## config.mk

```make
export PLATFORM = sky130hd
export DESIGN_NAME = rv32_subset_decode_execute
export DESIGN_NICKNAME = d
export VERILOG_FILES = /design/src/hw/rtl/rsd_pkg.sv /design/src/hw/rtl/rv32_subset_decode_execute.sv /design/src/hw/rtl/rsd_decode.sv /design/src/hw/rtl/rsd_execute.sv /design/src/hw/rtl/rsd_result.sv
export SDC_FILE = /design/constraint.sdc
export NUM_CORES = 1
export LEC_CHECK = 0
export BUFFER_PORTS_ARGS = -buffer_cell sky130_fd_sc_hd__buf_2
export CAP_MARGIN = 40
export CORE_MARGIN = 4
export CORE_UTILIZATION = 50
export DETAILED_ROUTE_END_ITERATION = 10
export GPL_ROUTABILITY_DRIVEN = 0
export MAX_ROUTING_LAYER = met4
export PLACE_DENSITY_LB_ADDON = 0.05
export SYNTH_ARGS = -nofsm -noshare
export SYNTH_HDL_FRONTEND = slang
export SYNTH_SLANG_ARGS = --single-unit
export TNS_END_PERCENT = 10
```

## constraint.sdc

```tcl
create_clock -name clk_i -period 5.7 [get_ports clk_i]
set_input_delay 0.57 -clock clk_i [delete_from_list [all_inputs] [get_ports clk_i]]
set_output_delay 0.57 -clock clk_i [all_outputs]
set_load 0.01 [all_outputs]
```

## src/hw/rtl/rsd_pkg.sv

```systemverilog
// ----------------------------------------------------------------------------
// rsd_pkg
// Types, opcodes and operation codes shared by the decode, execute and result stages.
// ----------------------------------------------------------------------------
package rsd_pkg;

  // Major opcodes, bits 6:0 of the instruction word.
  localparam logic [6:0] OpcLoad   = 7'h03;
  localparam logic [6:0] OpcOpImm  = 7'h13;
  localparam logic [6:0] OpcSystem = 7'h73;
  localparam logic [6:0] OpcAuipc  = 7'h17;
  localparam logic [6:0] OpcLui    = 7'h37;
  localparam logic [6:0] OpcStore  = 7'h23;
  localparam logic [6:0] OpcOp     = 7'h33;
  localparam logic [6:0] OpcBranch = 7'h63;

  // funct3 and funct7 codes of the supported operations.
  localparam logic [2:0] F3AddSub = 3'd0;
  localparam logic [2:0] F3Word   = 3'd2;
  localparam logic [2:0] F3Blt    = 3'd4;
  localparam logic [6:0] F7Add    = 7'd0;
  localparam logic [6:0] F7Sub    = 7'd32;

  // Instruction format reported with each result.
  typedef enum logic [2:0] {
    KIND_R    = 3'd0,
    KIND_I    = 3'd1,
    KIND_S    = 3'd2,
    KIND_SB   = 3'd3,
    KIND_U    = 3'd4,
    KIND_HALT = 3'd5
  } kind_e;

  // Operation selected by the decoder.
  typedef enum logic [2:0] {
    OP_NONE,
    OP_ADD,
    OP_SUB,
    OP_ADDI,
    OP_LW,
    OP_SW,
    OP_BLT,
    OP_AUIPC
  } op_e;

  // Input item.
  typedef struct packed {
    logic [31:0] instr_word;
    logic [31:0] instr_pc;
    logic [31:0] src1_value;
    logic [31:0] src2_value;
  } in_t;

  // Result item.
  typedef struct packed {
    kind_e              kind;
    logic [4:0]         dest_index;
    logic [4:0]         src1_index;
    logic [4:0]         src2_index;
    logic signed [31:0] immediate;
    logic [31:0]        alu_value;
    logic               reg_write;
    logic               load_request;
    logic               store_request;
    logic               branch_taken;
    logic               halt;
  } out_t;

  // Decode stage register contents.
  typedef struct packed {
    kind_e       kind;
    op_e         op;
    logic [4:0]  dest_index;
    logic [4:0]  src1_index;
    logic [4:0]  src2_index;
    logic [31:0] immediate;
    logic [31:0] pc;
    logic [31:0] src1_value;
    logic [31:0] src2_value;
  } dec_t;

  // Execute stage register contents.
  typedef struct packed {
    kind_e       kind;
    op_e         op;
    logic [4:0]  dest_index;
    logic [4:0]  src1_index;
    logic [4:0]  src2_index;
    logic [31:0] immediate;
    logic [31:0] alu_value;
    logic        less_than;
  } exe_t;

endpackage

```

## src/hw/rtl/rv32_subset_decode_execute.sv

```systemverilog
// ----------------------------------------------------------------------------
// rv32_subset_decode_execute
// Decode and execute of an RV32 subset: ADD, SUB, ADDI, LW, SW, BLT, AUIPC.
// ----------------------------------------------------------------------------
// The block takes one instruction with its pc and both source register values
// per transfer and returns one result per instruction, in order. It is a
// three-stage pipeline (decode, adder and compare, flag formation with the
// output register), and a new instruction can be taken in every cycle while
// the output is not stalled. Each stage holds its item while the next one
// cannot take it, so back-pressure on the output reaches the input within the
// same cycle without losing or repeating an item.
module rv32_subset_decode_execute import rsd_pkg::*; (
  input  logic clk_i,
  input  logic rst_ni,
  input  logic in_valid_i,
  output logic in_ready_o,
  input  in_t  in_data_i,
  output logic out_valid_o,
  input  logic out_ready_i,
  output out_t out_data_o
);

  logic dec_valid;
  logic dec_ready;
  dec_t dec_data;
  logic exe_valid;
  logic exe_ready;
  exe_t exe_data;

  // Decode stage.
  rsd_decode u_decode (
    .clk_i   (clk_i),
    .rst_ni  (rst_ni),
    .valid_i (in_valid_i),
    .ready_o (in_ready_o),
    .data_i  (in_data_i),
    .valid_o (dec_valid),
    .ready_i (dec_ready),
    .data_o  (dec_data)
  );

  // Execute stage.
  rsd_execute u_execute (
    .clk_i   (clk_i),
    .rst_ni  (rst_ni),
    .valid_i (dec_valid),
    .ready_o (dec_ready),
    .data_i  (dec_data),
    .valid_o (exe_valid),
    .ready_i (exe_ready),
    .data_o  (exe_data)
  );

  // Result stage.
  rsd_result u_result (
    .clk_i   (clk_i),
    .rst_ni  (rst_ni),
    .valid_i (exe_valid),
    .ready_o (exe_ready),
    .data_i  (exe_data),
    .valid_o (out_valid_o),
    .ready_i (out_ready_i),
    .data_o  (out_data_o)
  );

endmodule

```

## src/hw/rtl/rsd_decode.sv

```systemverilog
// ----------------------------------------------------------------------------
// rsd_decode
// First pipeline stage: format, register indices, immediate and operation.
// ----------------------------------------------------------------------------
module rsd_decode import rsd_pkg::*; (
  input  logic clk_i,
  input  logic rst_ni,
  input  logic valid_i,
  output logic ready_o,
  input  in_t  data_i,
  output logic valid_o,
  input  logic ready_i,
  output dec_t data_o
);

  logic       valid_q;
  dec_t       data_q;
  dec_t       data_d;
  logic [6:0] opc;
  logic [4:0] rd;
  logic [2:0] f3;
  logic [4:0] rs1;
  logic [4:0] rs2;
  logic [6:0] f7;
  logic [31:0] w;

  assign w   = data_i.instr_word;
  assign opc = w[6:0];
  assign rd  = w[11:7];
  assign f3  = w[14:12];
  assign rs1 = w[19:15];
  assign rs2 = w[24:20];
  assign f7  = w[31:25];

  // Decode the format, then the operation within it.
  always_comb begin
    data_d            = '0;
    data_d.kind       = KIND_HALT;
    data_d.op         = OP_NONE;
    data_d.pc         = data_i.instr_pc;
    data_d.src1_value = data_i.src1_value;
    data_d.src2_value = data_i.src2_value;
    case (opc)
      OpcLoad, OpcOpImm, OpcSystem: data_d.kind = KIND_I;
      OpcAuipc, OpcLui:             data_d.kind = KIND_U;
      OpcStore:                     data_d.kind = KIND_S;
      OpcOp:                        data_d.kind = KIND_R;
      OpcBranch:                    data_d.kind = KIND_SB;
      default:                      data_d.kind = KIND_HALT;
    endcase
    // An R, I or U format instruction that writes x0 is reported as a halt.
    if ((data_d.kind == KIND_R || data_d.kind == KIND_I || data_d.kind == KIND_U)
        && rd == 5'd0) begin
      data_d.kind = KIND_HALT;
    end
    case (data_d.kind)
      KIND_R: begin
        data_d.dest_index = rd;
        data_d.src1_index = rs1;
        data_d.src2_index = rs2;
        if (f3 == F3AddSub && f7 == F7Add) begin
          data_d.op = OP_ADD;
        end else if (f3 == F3AddSub && f7 == F7Sub) begin
          data_d.op = OP_SUB;
        end
      end
      KIND_I: begin
        data_d.dest_index = rd;
        data_d.src1_index = rs1;
        data_d.immediate  = {{20{w[31]}}, w[31:20]};
        if (f3 == F3AddSub) begin
          data_d.op = OP_ADDI;
        end else if (f3 == F3Word) begin
          data_d.op = OP_LW;
        end
      end
      KIND_S: begin
        data_d.src1_index = rs1;
        data_d.src2_index = rs2;
        data_d.immediate  = {{20{w[31]}}, w[31:25], w[11:7]};
        if (f3 == F3Word) begin
          data_d.op = OP_SW;
        end
      end
      KIND_SB: begin
        data_d.src1_index = rs1;
        data_d.src2_index = rs2;
        data_d.immediate  = {{20{w[31]}}, w[7], w[30:25], w[11:8], 1'b0};
        if (f3 == F3Blt) begin
          data_d.op = OP_BLT;
        end
      end
      KIND_U: begin
        data_d.dest_index = rd;
        data_d.immediate  = {w[31:12], 12'd0};
        data_d.op         = OP_AUIPC;
      end
      default: begin
        data_d.kind = KIND_HALT;
        data_d.op   = OP_NONE;
      end
    endcase
  end

  // Stage register: it advances when empty or when the next stage takes it.
  assign ready_o = !valid_q || ready_i;

  always_ff @(posedge clk_i or negedge rst_ni) begin
    if (!rst_ni) begin
      valid_q <= 1'b0;
    end else if (ready_o) begin
      valid_q <= valid_i;
    end
  end

  always_ff @(posedge clk_i) begin
    if (ready_o && valid_i) begin
      data_q <= data_d;
    end
  end

  assign valid_o = valid_q;
  assign data_o  = data_q;

endmodule

```

## src/hw/rtl/rsd_execute.sv

```systemverilog
// ----------------------------------------------------------------------------
// rsd_execute
// Second pipeline stage: the shared adder and the signed compare for BLT.
// ----------------------------------------------------------------------------
module rsd_execute import rsd_pkg::*; (
  input  logic clk_i,
  input  logic rst_ni,
  input  logic valid_i,
  output logic ready_o,
  input  dec_t data_i,
  output logic valid_o,
  input  logic ready_i,
  output exe_t data_o
);

  logic        valid_q;
  exe_t        data_q;
  exe_t        data_d;
  logic [31:0] opnd_x;
  logic [31:0] opnd_y;
  logic        sub;

  // Operand selection for the single adder.
  always_comb begin
    opnd_x = '0;
    opnd_y = '0;
    sub    = 1'b0;
    case (data_i.op)
      OP_ADD: begin
        opnd_x = data_i.src1_value;
        opnd_y = data_i.src2_value;
      end
      OP_SUB: begin
        opnd_x = data_i.src1_value;
        opnd_y = ~data_i.src2_value;
        sub    = 1'b1;
      end
      OP_ADDI, OP_LW, OP_SW: begin
        opnd_x = data_i.src1_value;
        opnd_y = data_i.immediate;
      end
      OP_BLT, OP_AUIPC: begin
        opnd_x = data_i.pc;
        opnd_y = data_i.immediate;
      end
      default: begin
        opnd_x = '0;
        opnd_y = '0;
      end
    endcase
  end

  always_comb begin
    data_d            = '0;
    data_d.kind       = data_i.kind;
    data_d.op         = data_i.op;
    data_d.dest_index = data_i.dest_index;
    data_d.src1_index = data_i.src1_index;
    data_d.src2_index = data_i.src2_index;
    data_d.immediate  = data_i.immediate;
    data_d.alu_value  = opnd_x + opnd_y + {31'd0, sub};
    data_d.less_than  = $signed(data_i.src1_value) < $signed(data_i.src2_value);
  end

  // Stage register.
  assign ready_o = !valid_q || ready_i;

  always_ff @(posedge clk_i or negedge rst_ni) begin
    if (!rst_ni) begin
      valid_q <= 1'b0;
    end else if (ready_o) begin
      valid_q <= valid_i;
    end
  end

  always_ff @(posedge clk_i) begin
    if (ready_o && valid_i) begin
      data_q <= data_d;
    end
  end

  assign valid_o = valid_q;
  assign data_o  = data_q;

endmodule

```

## src/hw/rtl/rsd_result.sv

```systemverilog
// ----------------------------------------------------------------------------
// rsd_result
// Third pipeline stage: control flags and the registered result transfer.
// ----------------------------------------------------------------------------
module rsd_result import rsd_pkg::*; (
  input  logic clk_i,
  input  logic rst_ni,
  input  logic valid_i,
  output logic ready_o,
  input  exe_t data_i,
  output logic valid_o,
  input  logic ready_i,
  output out_t data_o
);

  logic valid_q;
  out_t data_q;
  out_t data_d;

  // Flags follow from the decoded operation; halt follows from the format.
  always_comb begin
    data_d               = '0;
    data_d.kind          = data_i.kind;
    data_d.dest_index    = data_i.dest_index;
    data_d.src1_index    = data_i.src1_index;
    data_d.src2_index    = data_i.src2_index;
    data_d.immediate     = data_i.immediate;
    data_d.alu_value     = data_i.alu_value;
    data_d.halt          = (data_i.kind == KIND_HALT);
    case (data_i.op)
      OP_ADD, OP_SUB, OP_ADDI, OP_AUIPC: data_d.reg_write = 1'b1;
      OP_LW: begin
        data_d.reg_write    = 1'b1;
        data_d.load_request = 1'b1;
      end
      OP_SW:   data_d.store_request = 1'b1;
      OP_BLT:  data_d.branch_taken  = data_i.less_than;
      default: data_d.reg_write     = 1'b0;
    endcase
  end

  // Output register.
  assign ready_o = !valid_q || ready_i;

  always_ff @(posedge clk_i or negedge rst_ni) begin
    if (!rst_ni) begin
      valid_q <= 1'b0;
    end else if (ready_o) begin
      valid_q <= valid_i;
    end
  end

  always_ff @(posedge clk_i) begin
    if (ready_o && valid_i) begin
      data_q <= data_d;
    end
  end

  assign valid_o = valid_q;
  assign data_o  = data_q;

endmodule
```

==> flow_metrics.tcl <==
set metrics [dict create \
    viasPerCell 5.47 \
    post-route-drc-count 0 \
    synth_top_family_by_area "compound AO/OA/AOI/OAI gates" \
    cts-htree-levels 2 \
    min_path_cells 1 \
    cts.clk_slew.worst_paths_ps 60 \
    synthCells 952 \
    ys_ff_latch 325 \
    ant_nets 0 \
    clk_latency_ps 520 \
    wl_um 31900 \
    min_from "in_data_i[3]" \
    portBuffers 220 \
    syn_area_mm2 0.0140 \
    dp_hpwl_um 23500 \
    postPlaceCellArea_mm2 0.0155 \
    synth_fa_ha_area_share_pct 5.75 \
    yosys_warnings 0 \
    synth.yosys.seq_area_share_pct 69.8 \
    ioPinCount 221 \
    setup_tns_ps 0 \
    worstPathRequired_ps 5960 \
    instances_no_fill 1582 \
    power_density_mw_per_mm2 363 \
    synth-edff-count 322 \
    grt_max_degree 78 \
    avgSynthCellArea_um2 14.7 \
    synth_xor_area_share_pct 1.69 \
    syn_nets 1147 \
    finalCriticalPeriod_ps 3880 \
    finalClockSkew_ps 16.5 \
    grt_pass1_vias 8522 \
    slew_headroom_pct 47.2 \
    synth-compound-area-share_pct 13.1 \
    max_cap_viol_count 0 \
    slew_violations 0 \
    die_y_um 175 \
    drtPass1Iterations 5 \
    start_util_pct 51.4 \
    status "complete, no violations" \
    antennaDiodeCount 0 \
    whs_endpoint "u_decode.data_o[3]$_DFFE_PP_" \
    design_area_mm2 0.0166 \
    power.leakage_nw 6.76 \
    dominantRegCellSynth "edfxtp_1" \
    grt_setup_unrepaired "no" \
    overflow 0 \
    startpoint_type "flop" \
    cts.sinks 325 \
    dp.cells 1522 \
    drtIter0Drc 675 \
    r2r_cells 12 \
    ys_types 74 \
    fin_crit_sh_pct 68.1 \
    grt_usage_pct 21.1 \
    fp-row-count 60 \
    cts_buffer_depth 3 \
    max_freq_ghz 0.258 \
    vias 8660 \
    die_width_um 175 \
    cts_tree "done" \
    grt_first_pass_wirelength_um 48400 \
    worstPathArrival_ps 4140 \
    routedWlPerCell_um 20.1 \
    cts_buffers 34 \
    antenna_found_initial 0 \
    layout.nets 1382 \
    worst_setup_path_end_kind "flop" \
    hold_viol 0 \
    drive_gt1_share_pct 24.8 \
    r2r-start "u_decode.data_o[145]$_DFFE_PP_" \
    async_flop_share_pct 0.923 \
    area_growth_pct 18.8 \
    die_area_mm2 0.0307 \
    peakVddDrop_mv 0.255 \
    reg2reg_slack_ps 1820 \
    core_area_mm2 0.0272 \
    r2r_end "u_execute.data_o[31]$_DFFE_PP_" \
    hold_path.class "input pin to flop" \
    worstPathMaxFanout 32 \
    clock-root-buffer "clkbuf_16" \
    synthMuxAreaShare_pct 0.152 \
    worstSetupPathType "flop to flop" \
    yosys.area_share.simple_pct 7.06 \
    finalSetupViolCount 0 \
    tightestPinTransition_ps 772 \
]
-- per-layer routing --
layer	vias to the layer above	GRT usage, %	routed length [um]
met1	4116	30.3	14300
met2	334	31.5	14400
met3	59	3.31	2390
met4	0	5.99	813
li1	4151	-	-
met5	-	-	0
-- cells by family after synthesis --
logic type | count (synthesis)
flops | 325
buf+inv | 85
xor+xnor | 27
fa+ha+maj | 63
mux | 2
simple gates | 193
compound gates | 257
-- timing repair --
item / in CTS / in global routing
endpoints found under the hold margin: 3 / 0
setup buffers: 0 / 0
hold buffers: 1 / 0
gates resized for setup: 0 / 0
-- how the worst max path moves through the flow --
stage	start	end	slack (ps)	cells past startpoint
2_1_floorplan	out_ready_i	u_decode.data_o[0]$_DFFE_PP_	950	3
3_3_place_gp	u_decode.data_o[143]$_DFFE_PP_	u_execute.data_o[31]$_DFFE_PP_	1940	12
3_5_place_dp	u_decode.data_o[145]$_DFFE_PP_	u_execute.data_o[31]$_DFFE_PP_	1840	12
4_1_cts	u_decode.data_o[145]$_DFFE_PP_	u_execute.data_o[31]$_DFFE_PP_	1800	12
5_1_grt	u_decode.data_o[145]$_DFFE_PP_	u_execute.data_o[31]$_DFFE_PP_	1620	12
6_report	u_decode.data_o[145]$_DFFE_PP_	u_execute.data_o[31]$_DFFE_PP_	1820	12
-- report_power, final --
group / leakage (nW) / internal, W / total [W] / switching (W)
clock network: 0.500 / 0.00118 / 0.00206 / 0.000880
logic: 3.09 / 0.000347 / 0.000879 / 0.000532
registers: 3.17 / 0.00296 / 0.00308 / 0.000117
total: 6.76 / 0.00449 / 0.00602 / 0.00153
-- layout make-up --
type                       count  area [um2]
clock buffer                  41         898
sequential                   325        9740
inverter                      52         195
clock inverter                18         145
tap                          372         465
multi-input combinational    542        3900
timing repair buffer         232        1250
fill                        2167       10600
-- flip-flops by register name (all words and copies together), names as in the netlist --
signal	count
u_decode.valid_o	1
u_result.data_o	87
u_execute.valid_o	1
u_decode.data_o	149
u_execute.data_o	86
u_result.valid_o	1
-- synth_stat cells, drive strengths merged (11+ instances only) --
| library cell | number | area (um2) |
|---|---|---|
| xnor2 | 16 | 140 |
| o21ai | 19 | 103 |
| inv | 51 | 191 |
| xor2 | 11 | 96.3 |
| clkbuf | 26 | 97.6 |
| nand2 | 36 | 135 |
| ha | 61 | 763 |
| o22a | 29 | 254 |
| nand4 | 12 | 75.1 |
| nor2 | 63 | 246 |
| a21oi | 78 | 390 |
| and2 | 27 | 171 |
| a21o | 38 | 285 |
| edfxtp | 322 | 9670 |
| a22o | 34 | 298 |
-- cell usage in the layout, fill, tap and decap left out, drive strengths merged, types with 29 or more instances in the layout --
cell type / count
edfxtp: 322
a21o: 38
a22o: 34
nor2: 63
ha: 61
o22a: 29
inv: 52
clkbuf: 41
buf: 231
a21oi: 78
nand2: 36
-- critical path, stage by stage (launching register included) --
cell and delay [ps]:
edfxtp_1 620, and2_1 230, buf_4 370, a22oi_1 180, fa_1 430, fa_1 420, nor2b_1 170, o2111ai_1 150
a21oi_1 350, o31ai_4 150, a21oi_1 240, a311oi_1 150, xnor2_1 150
-- per-stage QoR --
stage / hold slack (ps) / utilization, % / total power (W) / setup WS [ps]
6_report: 230 / 61.1 / 0.00602 / 1820
5_1_grt: 212 / 61.1 / 0.00628 / 1620
4_1_cts: 210 / 61.1 / 0.00607 / 1800
3_5_place_dp: 371 / 57.2 / 0.00401 / 1840
3_3_place_gp: 370 / 57.0 / 0.00399 / 1940
2_1_floorplan: 274 / - / 0.00366 / 949
No activity file was read; power rests on OpenSTA's default activity.
